===== config.mk =====
export PLATFORM = sky130hd
export DESIGN_NAME = stt_ctrl
export DESIGN_NICKNAME = d
export VERILOG_FILES = /design/src/rtl/stt_pkg.sv /design/src/rtl/stt_ctrl.sv
export SDC_FILE = /design/constraint.sdc
export NUM_CORES = 1
export LEC_CHECK = 0
export BUFFER_PORTS_ARGS = -buffer_cell sky130_fd_sc_hd__clkbuf_2
export CAP_MARGIN = 20
export CORE_MARGIN = 1
export CORE_UTILIZATION = 30
export CTS_CLUSTER_SIZE = 24
export DETAILED_ROUTE_END_ITERATION = 10
export HOLD_SLACK_MARGIN = 0.08
export PLACE_DENSITY = 0.53
export SETUP_SLACK_MARGIN = 0.5
export SYNTH_ARGS = -nofsm -noshare
export SYNTH_HDL_FRONTEND = slang
export SYNTH_SLANG_ARGS = --single-unit

===== constraint.sdc =====
create_clock -name clk -period 4.2 [get_ports clk]
set_clock_uncertainty 0.15 [all_clocks]
set_input_delay 0.21 -clock clk [delete_from_list [all_inputs] [get_ports clk]]
set_output_delay 0.21 -clock clk [all_outputs]
set_load 0.02 [all_outputs]

===== src/rtl/stt_pkg.sv =====
// shared types, constants and codes for the software timer table
`default_nettype none
package stt_pkg;

  localparam int TABLE_DEPTH = 32;
  localparam int MS_TO_NS = 1000000;
  localparam int FS_PER_NS_DIV = 1000000;
  localparam logic [26:0] PERIOD_RESET = 27'd69841279;

  localparam int CNT_W = 48;
  localparam int PERIOD_W = 27;
  localparam int TICKS_W = 20;
  localparam int ID_W = 32;
  localparam int NOW_W = 55;
  localparam int DL_W = 56;
  localparam int IVAL_W = 40;
  localparam int HALF_W = 24;
  localparam int PP_W = HALF_W + PERIOD_W;
  localparam int PROD_W = CNT_W + PERIOD_W;
  localparam int REM_W = 20;

  // divide by 1000000 in 16-bit quotient digits
  localparam int ACC_W = 80;
  localparam int DIG_W = 16;
  localparam int DIV_DIGITS = ACC_W / DIG_W;
  localparam int PART_W = REM_W + DIG_W;
  localparam int FS_SHIFT = 6;
  localparam int EST_W = PART_W - FS_SHIFT;
  // ceil(2^44 / 15625), exact quotient for every 30-bit operand
  localparam int RECIP_W = 31;
  localparam logic [30:0] RECIP_K = 31'd1125899907;
  localparam int RECIP_SH = 44;

  localparam int IN_DATA_W = 104;
  localparam int OUT_DATA_W = 88;

  typedef enum logic [1:0] {
    OP_CHECK,
    OP_ADD_ONE,
    OP_ADD_PER,
    OP_CANCEL
  } op_t;

  typedef enum logic [2:0] {
    KIND_FIRED,
    KIND_CHECK_DONE,
    KIND_ADDED,
    KIND_FULL,
    KIND_CANCEL_DONE
  } kind_t;

  typedef struct packed {
    logic [DL_W-1:0]   deadline;
    logic [IVAL_W-1:0] interval;
    logic              periodic;
    logic [ID_W-1:0]   ident;
  } entry_t;

  typedef struct packed {
    logic load;
    logic mul_lo;
    logic mul_hi;
    logic mul_acc;
    logic div_est;
    logic div_step;
    logic latch_now;
    logic scan_init;
    logic rd;
    logic ev;
    logic add;
    logic fin;
  } cmd_t;

  typedef struct packed {
    op_t  op;
    logic div_last;
    logic empty;
    logic more;
    logic ev_stall;
    logic out_free;
  } sts_t;

endpackage
`default_nettype wire


===== src/rtl/stt_ctrl.sv =====
// controller state machine of the software timer table
`default_nettype none
module stt_ctrl (
  input  wire logic         clk,
  input  wire logic         rst,
  input  wire logic         in_valid,
  output      logic         in_ready,
  input  wire stt_pkg::sts_t sts,
  output      stt_pkg::cmd_t cmd
);
  typedef enum logic [3:0] {
    S_IDLE, S_MUL0, S_MUL1, S_MUL2, S_DIVQ, S_DIV, S_NOW, S_DISP, S_RD, S_EV, S_FIN, S_ADD
  } state_t;

  state_t state;
  state_t state_next;

  assign in_ready = (state == S_IDLE);

  always_comb begin
    cmd = '0;
    state_next = state;
    case (state)
      S_IDLE: begin
        if (in_valid) begin
          cmd.load = 1'b1;
          state_next = S_MUL0;
        end
      end
      S_MUL0: begin
        cmd.mul_lo = 1'b1;
        state_next = S_MUL1;
      end
      S_MUL1: begin
        cmd.mul_hi = 1'b1;
        state_next = S_MUL2;
      end
      S_MUL2: begin
        cmd.mul_acc = 1'b1;
        state_next = S_DIVQ;
      end
      S_DIVQ: begin
        cmd.div_est = 1'b1;
        state_next = S_DIV;
      end
      S_DIV: begin
        cmd.div_step = 1'b1;
        state_next = sts.div_last ? S_NOW : S_DIVQ;
      end
      S_NOW: begin
        cmd.latch_now = 1'b1;
        cmd.scan_init = 1'b1;
        state_next = S_DISP;
      end
      S_DISP: begin
        if (sts.op inside {stt_pkg::OP_ADD_ONE, stt_pkg::OP_ADD_PER}) begin
          state_next = S_ADD;
        end else if (sts.empty) begin
          state_next = S_FIN;
        end else begin
          cmd.rd = 1'b1;
          state_next = S_EV;
        end
      end
      S_RD: begin
        cmd.rd = 1'b1;
        state_next = S_EV;
      end
      S_EV: begin
        if (!sts.ev_stall) begin
          cmd.ev = 1'b1;
          state_next = sts.more ? S_RD : S_FIN;
        end
      end
      S_FIN: begin
        if (sts.out_free) begin
          cmd.fin = 1'b1;
          state_next = S_IDLE;
        end
      end
      S_ADD: begin
        if (sts.out_free) begin
          cmd.add = 1'b1;
          state_next = S_IDLE;
        end
      end
      default: state_next = S_IDLE;
    endcase
  end

  always_ff @(posedge clk) begin
    if (rst) begin
      state <= S_IDLE;
    end else begin
      state <= state_next;
    end
  end
endmodule
`default_nettype wire


### Word level (Yosys, flattened, before mapping)

Cells that the tools add are included.

| word-level totals | value |
|---|---|
| input bits | 10 |
| register bits after elaboration | 4 |
| logic and storage cells | 45 |
| output and inout bits | 13 |

| cells by class | value |
|---|---|
| reduce and logical (&&, ||, !) cells | 4 |
| muxes and demuxes | 24 |
| eq/ne operators | 16 |

Operators by type and width:

| cell | count |
|---|---|
| $pmux W4 S11 | 1 |
| $eq A4 B3 Y1 const B | 4 |
| $eq A4 B4 Y1 const B | 4 |
| $mux W4 | 4 |
| $mux W1 | 14 |
| $eq A4 B2 Y1 const B | 2 |
| $mux W2 | 4 |
| $eq A4 B1 Y1 const B | 1 |
| $logic_not A4 Y1 | 1 |
| $ne A2 B2 Y1 const B | 2 |
| $reduce_and A3 Y1 | 1 |
| $eq A2 B1 Y1 const B | 1 |
| $eq A2 B2 Y1 const B | 1 |
| $ne A2 B1 Y1 const B | 1 |
| $pmux W1 S2 | 1 |
| $reduce_bool A2 Y1 | 1 |
| $reduce_or A2 Y1 | 1 |

### Logic depth before layout (Yosys ltp)

Gate-level depths: netlist of run 1.

| logic depth | value |
|---|---|
| word-level depth | 4 |
| mapped depth | 6 |
| mapped depth without buffers | 4 |

### Least setup slack after synthesis of run 1

No wires, ideal clock.

| timing path | value |
|---|---|
| path type | reg2out |
| from | reg state[3] |
| to | out cmd[5] (netlist name) |
| setup slack | 2.383 ns |
| data required time | 3.840 ns |
| data arrival time | 1.457 ns |
| buffers on the path | 3 |
| stages on the path, launching flop included | 5 |
| cells stage by stage | dfxtp_1 > buf_2 > buf_1 > nor3_1 > buf_4 |

RTL lines:

| item | line | text |
|---|---|---|
| start, declared | stt_ctrl.sv:15 | `state_t state;` |
| start signal, assigned | stt_ctrl.sv:95 | `state <= state_next;` |
| end, declared | stt_ctrl.sv:9 | `output stt_pkg::cmd_t cmd` |

==> results.ini, run 1 <==
[outcome]
status=finished, final reports clean

[cts]
cts.repair.resized=0
hold_buffers=1
postCtsSetupBuffers=0
numCtsBuffers=3
clockBufferDepth=2
tritoncts=done
cts_root_buf=clkbuf_4
clk_pin_slew_ns=0.04
htreeDepth=1
cts.sinks=4
clk_latency_ns=0.24

[pwr]
p_per_area_nw_per_um2=623
switching_power_uw=182
p_int_uw=172
p_seq_share_pct=29.9
p_leak_uw=0.000247
combPwrFrac_pct=56.4
switching_share_pct=51.4
p_clk_share_pct=13.7
vdd_drop_max_mv=0.462

[global_route]
grt_first_pass_wirelength_um=1700
use_met3_pct=8.15
grt_usage_pct=15.6
grt-ovfl-total=0
grt-busiest-layer=met2
grt_pass1_vias=384
use_met2_pct=23.0
antenna_found_initial=0
grt_use_met1_pct=20.2
grt_max_degree=21

[synth]
synth_edf_count=0
syn_inst=66
ys_types=31
ys_warn_count=0
yosysTopAreaCell=dfxtp_1
syn_area_um2=460
ys_seq_elements=4
yosys-top-cells-area=dfxtp_1, nand2b_1, nor3_1
synth_top_area_share_pct=17.4
async_flop_share_pct=0
yosysSeqAreaShare_pct=17.4
syn_avg_cell_area_um2=6.98
ys.flop_type=dfxtp_1
synthesis.nets=76

[die]
chipHeight_um=41.2
die_width_um=41.2
start_util_pct=33.7
die_area_um2=1700
core_um2=1370
ios=23
fp-row-count=13

[critical_path]
worstSetupPathType=register to primary output
rrSetupSlack_ns=2.56
critPathBufInv=1
cp_top_family=flip-flops
r2r-start=state[3]$_SDFFE_PP0P_
rr_endpoint=state[1]$_SDFFE_PP0P_
cp_max_fo=20
reg2reg_depth=4
slowest_delay_ns=0.73
crit_path_end_kind=primary output
crit_path_start_kind=register
path_cells=nand3b_1 > o32ai_1 > clkbuf_2
cp_slowest_cell=dfxtp_1
worstPathRequired_ns=3.84
critical_path_depth=3
crit_arrival_ns=1.62

[layout]
areaGrowthSynthToFinish_pct=23.4
instances_no_fill=99
postLayoutCellArea_um2=568
n_antenna_cell=0
fin_nets=96
layout-drive-gt1-share_pct=33.3
fillers=158
regMostFlops=state
largest_registers=state x4
largest_register_ff_count=4

[route]
routed_via_density=4.97
wl_per_cell_um=11.2
ant_nets=0
drt_wl_total_um=1100
vias=492
firstDrtPassIters=4
drcViolationCount=0
drt_iter0_markers=4

[placement]
placed_cells=95
dpl_cell_area_um2=536
io_buffers=22
hpwlAfterDp_um=814
place.gp.congestion=0.738

[timing]
setup_tns_ns=0
hold_viol_final=0
slew_headroom_pct=56.0
fmax_ghz=0.505
slew_viol_final=0
hold_ws_ns=0.162
setup_violations=0
rsz0062_at_grt=no
final.period_utilization_pct=47.2
worst_pin_slew_ns=0.659
period_needed_ns=1.98

[hold_path]
min_to=state[0]$_SDFFE_PP0P_
hold_class=input pin to register
hold_depth=4
hp-start=sts[3]

[flow_run]
max-cap-violations=0

-- through the flow --
stage                     util (%)  power [uW]  setup slack, ns
after global routing          41.6         385             2.09
after global placement        39.2         309             2.50
after CTS                     41.6         358             2.22
after floorplan                  -         274             2.38
after detailed placement      39.2         306             2.48
final                         41.6         354             2.22
-- worst max-delay path by stage --
stage | from | end | slack [ns]
6_report | state[0]$_SDFFE_PP0P_ | cmd[3] | 2.22
5_1_grt | state[0]$_SDFFE_PP0P_ | cmd[3] | 2.09
4_1_cts | state[0]$_SDFFE_PP0P_ | cmd[3] | 2.22
3_5_place_dp | state[0]$_SDFFE_PP0P_ | cmd[3] | 2.48
3_3_place_gp | state[0]$_SDFFE_PP0P_ | cmd[3] | 2.50
2_1_floorplan | state[3]$_SDFFE_PP0P_ | cmd[5] | 2.38
-- cells by family after synthesis --
logic type / share of synthesized area, %
muxes: 2.17
AOI/OAI and AO/OA: 22.0
and+or+nand+nor: 41.3
DFF: 17.4
buffers and inverters: 13.3
xor gates and xnor gates: 3.81
-- worst register-to-register path, delay by kind of cell (launching register included) --
family	cells	cell delay, ns
buffers and inverters	1	0.16
AOI/OAI and AO/OA	2	0.33
DFF	1	0.70
and+or+nand+nor	1	0.20
-- layer usage --
layer / routed length (um) / vias up
met2: 502 / 16
met5: 0 / -
met3: 82 / 0
met1: 519 / 215
met4: 0 / 0
li1: - / 261
-- power groups by stage --
stage          Combinational, uW  Clock, uW  Sequential [uW]
4_1_cts                      202       50.8              105
3_5_place_dp                 201          0              105
6_report                     200       48.4              106
3_3_place_gp                 202          0              107
2_1_floorplan                219          0             55.1
5_1_grt                      219       54.0              112
-- synthesized netlist by cell type (all sizes together) (2+ instances only) --
cell type  number
inv             2
nor3            8
buf             8
a21oi           5
nand3b          2
o21ai           2
dfxtp           4
nand2b          6
nor2            9
nand2           4
-- final cells by class --
| type | count | area [um2] | area share (%) |
|---|---|---|---|
| clock buffers | 3 | 22.5 | 3.96 |
| inverters | 2 | 7.51 | 1.32 |
| multi-input cells | 52 | 319 | 56.2 |
| flip-flops and latches | 4 | 80.1 | 14.1 |
| well taps | 15 | 18.8 | 3.30 |
| repair buffers | 23 | 120 | 21.1 |
-- layout by cell type, fill, tap and decap left out, types with 2 or more instances in the layout --
master / Yosys / routed
clkbuf_2: 0 / 22
nor2_1: 9 / 9
nor3_1: 7 / 7
nand2b_1: 6 / 6
nand2_1: 4 / 4
a21oi_1: 4 / 4
dfxtp_1: 4 / 4
clkbuf_4: 0 / 3
inv_1: 2 / 2
nand3b_1: 2 / 2
o21ai_0: 2 / 2
(Power assumes the default switching activity.)
==> inputs of run 2 (changes only) <==
--- a/config.mk
+++ b/config.mk
@@ -12,7 +12,7 @@
 export CTS_CLUSTER_SIZE = 24
 export DETAILED_ROUTE_END_ITERATION = 10
 export HOLD_SLACK_MARGIN = 0.08
-export PLACE_DENSITY = 0.53
+export PLACE_DENSITY = 0.56
 export SETUP_SLACK_MARGIN = 0.5
 export SYNTH_ARGS = -nofsm -noshare
 export SYNTH_HDL_FRONTEND = slang
==> constraint.sdc (replaced) <==
create_clock -name clk -period 1.6 [get_ports clk]
set_clock_uncertainty 0.15 [all_clocks]
set_input_delay 0.08 -clock clk [delete_from_list [all_inputs] [get_ports clk]]
set_output_delay 0.08 -clock clk [all_outputs]
set_load 0.02 [all_outputs]
==> run 2 against run 1 <==
  * Flip-flop and latch count stayed put
  * Highest routed layer is now met4
  * Register-to-register slack worse by 2.4 ns
  * Non-clock buffer count is 21 higher
  * Via count is 31% higher
==> results.ini, run 2 (synthesis results as in run 1) <==
[cts]
clockBufferDepth=2
cts_root_buf=clkbuf_4
htreeDepth=1
clk_pin_slew_ns=0.04
clk_latency_ns=0.23
numCtsBuffers=3
tritoncts=done
cts.sinks=4

[pwr]
switching_power_uw=705
vdd_drop_max_mv=0.908
p_int_uw=867
switching_share_pct=44.9
combPwrFrac_pct=78.3
p_clk_share_pct=7.9
p_seq_share_pct=13.8
p_per_area_nw_per_um2=1600
p_leak_uw=0.000405

[global_route]
grt_pass1_vias=582
grt_usage_pct=22.7
antenna_found_initial=0
grt_max_degree=11
grt-ovfl-total=0
grt_first_pass_wirelength_um=2510

[layout]
largest_registers=state x4
fin_nets=117
layout-drive-gt1-share_pct=64.8
layout_commonest_cell=buf_4
areaGrowthSynthToFinish_pct=114
most-common-layout-cells=buf_4, clkbuf_2, buf_6
largest_register_ff_count=4
fillers=96
n_antenna_cell=0
regMostFlops=state
postLayoutCellArea_um2=985

[route]
drcViolationCount=0
wl_per_cell_um=14.5
drt_iter0_markers=10
met2_length_um=915
routed.top_layer=met4
vias=643
wl_met1_um=735
drt_wl_total_um=1730
firstDrtPassIters=4
routed_via_density=5.36
ant_nets=0
routed-wl-met3_um=68

[critical_path]
cp_max_fo=6
worstPathRequired_ns=1.37
crit_path_end_kind=primary output
crit_path_start_kind=register
reg2reg_depth=6
crit_arrival_ns=1.28
worstSetupPathType=register to primary output

[die]
die_area_um2=1700
start_util_pct=33.7
fp-row-count=13
core_um2=1370
die_width_um=41.2
chipHeight_um=41.2
ios=23

[timing]
slew_viol_final=0
hold_viol_final=0
rsz0062_at_grt=yes
worst_pin_slew_ns=0.248
final.period_utilization_pct=94.4
fmax_ghz=0.662
period_needed_ns=1.51
setup_violations=0
setup_tns_ns=0
slew_headroom_pct=83.4

[placement]
place.gp.congestion=0.755
io_buffers=22
dpl_cell_area_um2=682
hpwlAfterDp_um=1030

[hold_path]
hold_depth=4
hold_class=input pin to register

[outcome]
status=finished, final reports clean

[flow_run]
max-cap-violations=0

==> run 2: final timing paths <==
check	startpoint	endpoint	slack [ns]
hold / removal	in_valid	state[3]$_SDFFE_PP0P_	0.11
setup reg to reg	state[2]$_SDFFE_PP0P_	state[0]$_SDFFE_PP0P_	0.19
setup / recovery	state[2]$_SDFFE_PP0P_	cmd[7]	0.09
hold reg to reg	state[3]$_SDFFE_PP0P_	state[2]$_SDFFE_PP0P_	0.49
==> run 2: layout make-up <==
cell class                      instances  area [um2]  area share (%)
Inverter                                2        7.51           0.762
Clock buffer                            3        22.5            2.29
Tap cell                               15        18.8            1.91
Timing Repair Buffer                   44         418            42.4
Sequential cell                         4        92.6            9.40
Multi-Input combinational cell         52         425            43.2
==> run 2: power groups by stage <==
stage | combinational (uW) | sequential [uW] | clock [uW]
after floorplan | 712 | 150 | 0
after global routing | 1300 | 222 | 135
after CTS | 1120 | 221 | 126
after detailed placement | 803 | 221 | 0
after global placement | 795 | 222 | 0
final | 1230 | 216 | 124
==> run 2: worst max-delay path: stages, from the launching register on <==
cell and delay [ns]:
dfxtp_4 0.38, buf_6 0.11, or2b_4 0.28, nor3_4 0.11, clkbuf_8 0.16
==> run 2: metal layers <==
layer  track usage (%)  up-vias
met5                 0        -
met4              4.84        0
met3              6.52        2
met2              40.6       25
met1              26.5      306
li1                  -      310
==> run 2: stage by stage <==
stage          instances  hold WS, ns  utilization, %  power [uW]  setup slack [ns]
6_report             120        0.110            72.1        1570            0.0897
5_1_grt              120        0.115            72.1        1660            0.0420
4_1_cts              118        0.102            68.4        1470            0.0932
3_5_place_dp         104        0.189            49.9        1020             0.107
3_3_place_gp         104        0.191            49.9        1020             0.108
2_1_floorplan         66      0.00679               -         863            0.0718
==> run 2: repair_timing <==
| item | CTS | global route |
|---|---|---|
| hold endpoints to repair | 3 | 0 |
| resized for setup | 43 | 15 |
| setup buffers | 7 | 2 |
| hold buffers | 4 | 0 |
| pin swaps | 13 | 7 |
| endpoints found under the setup margin | 17 | 17 |
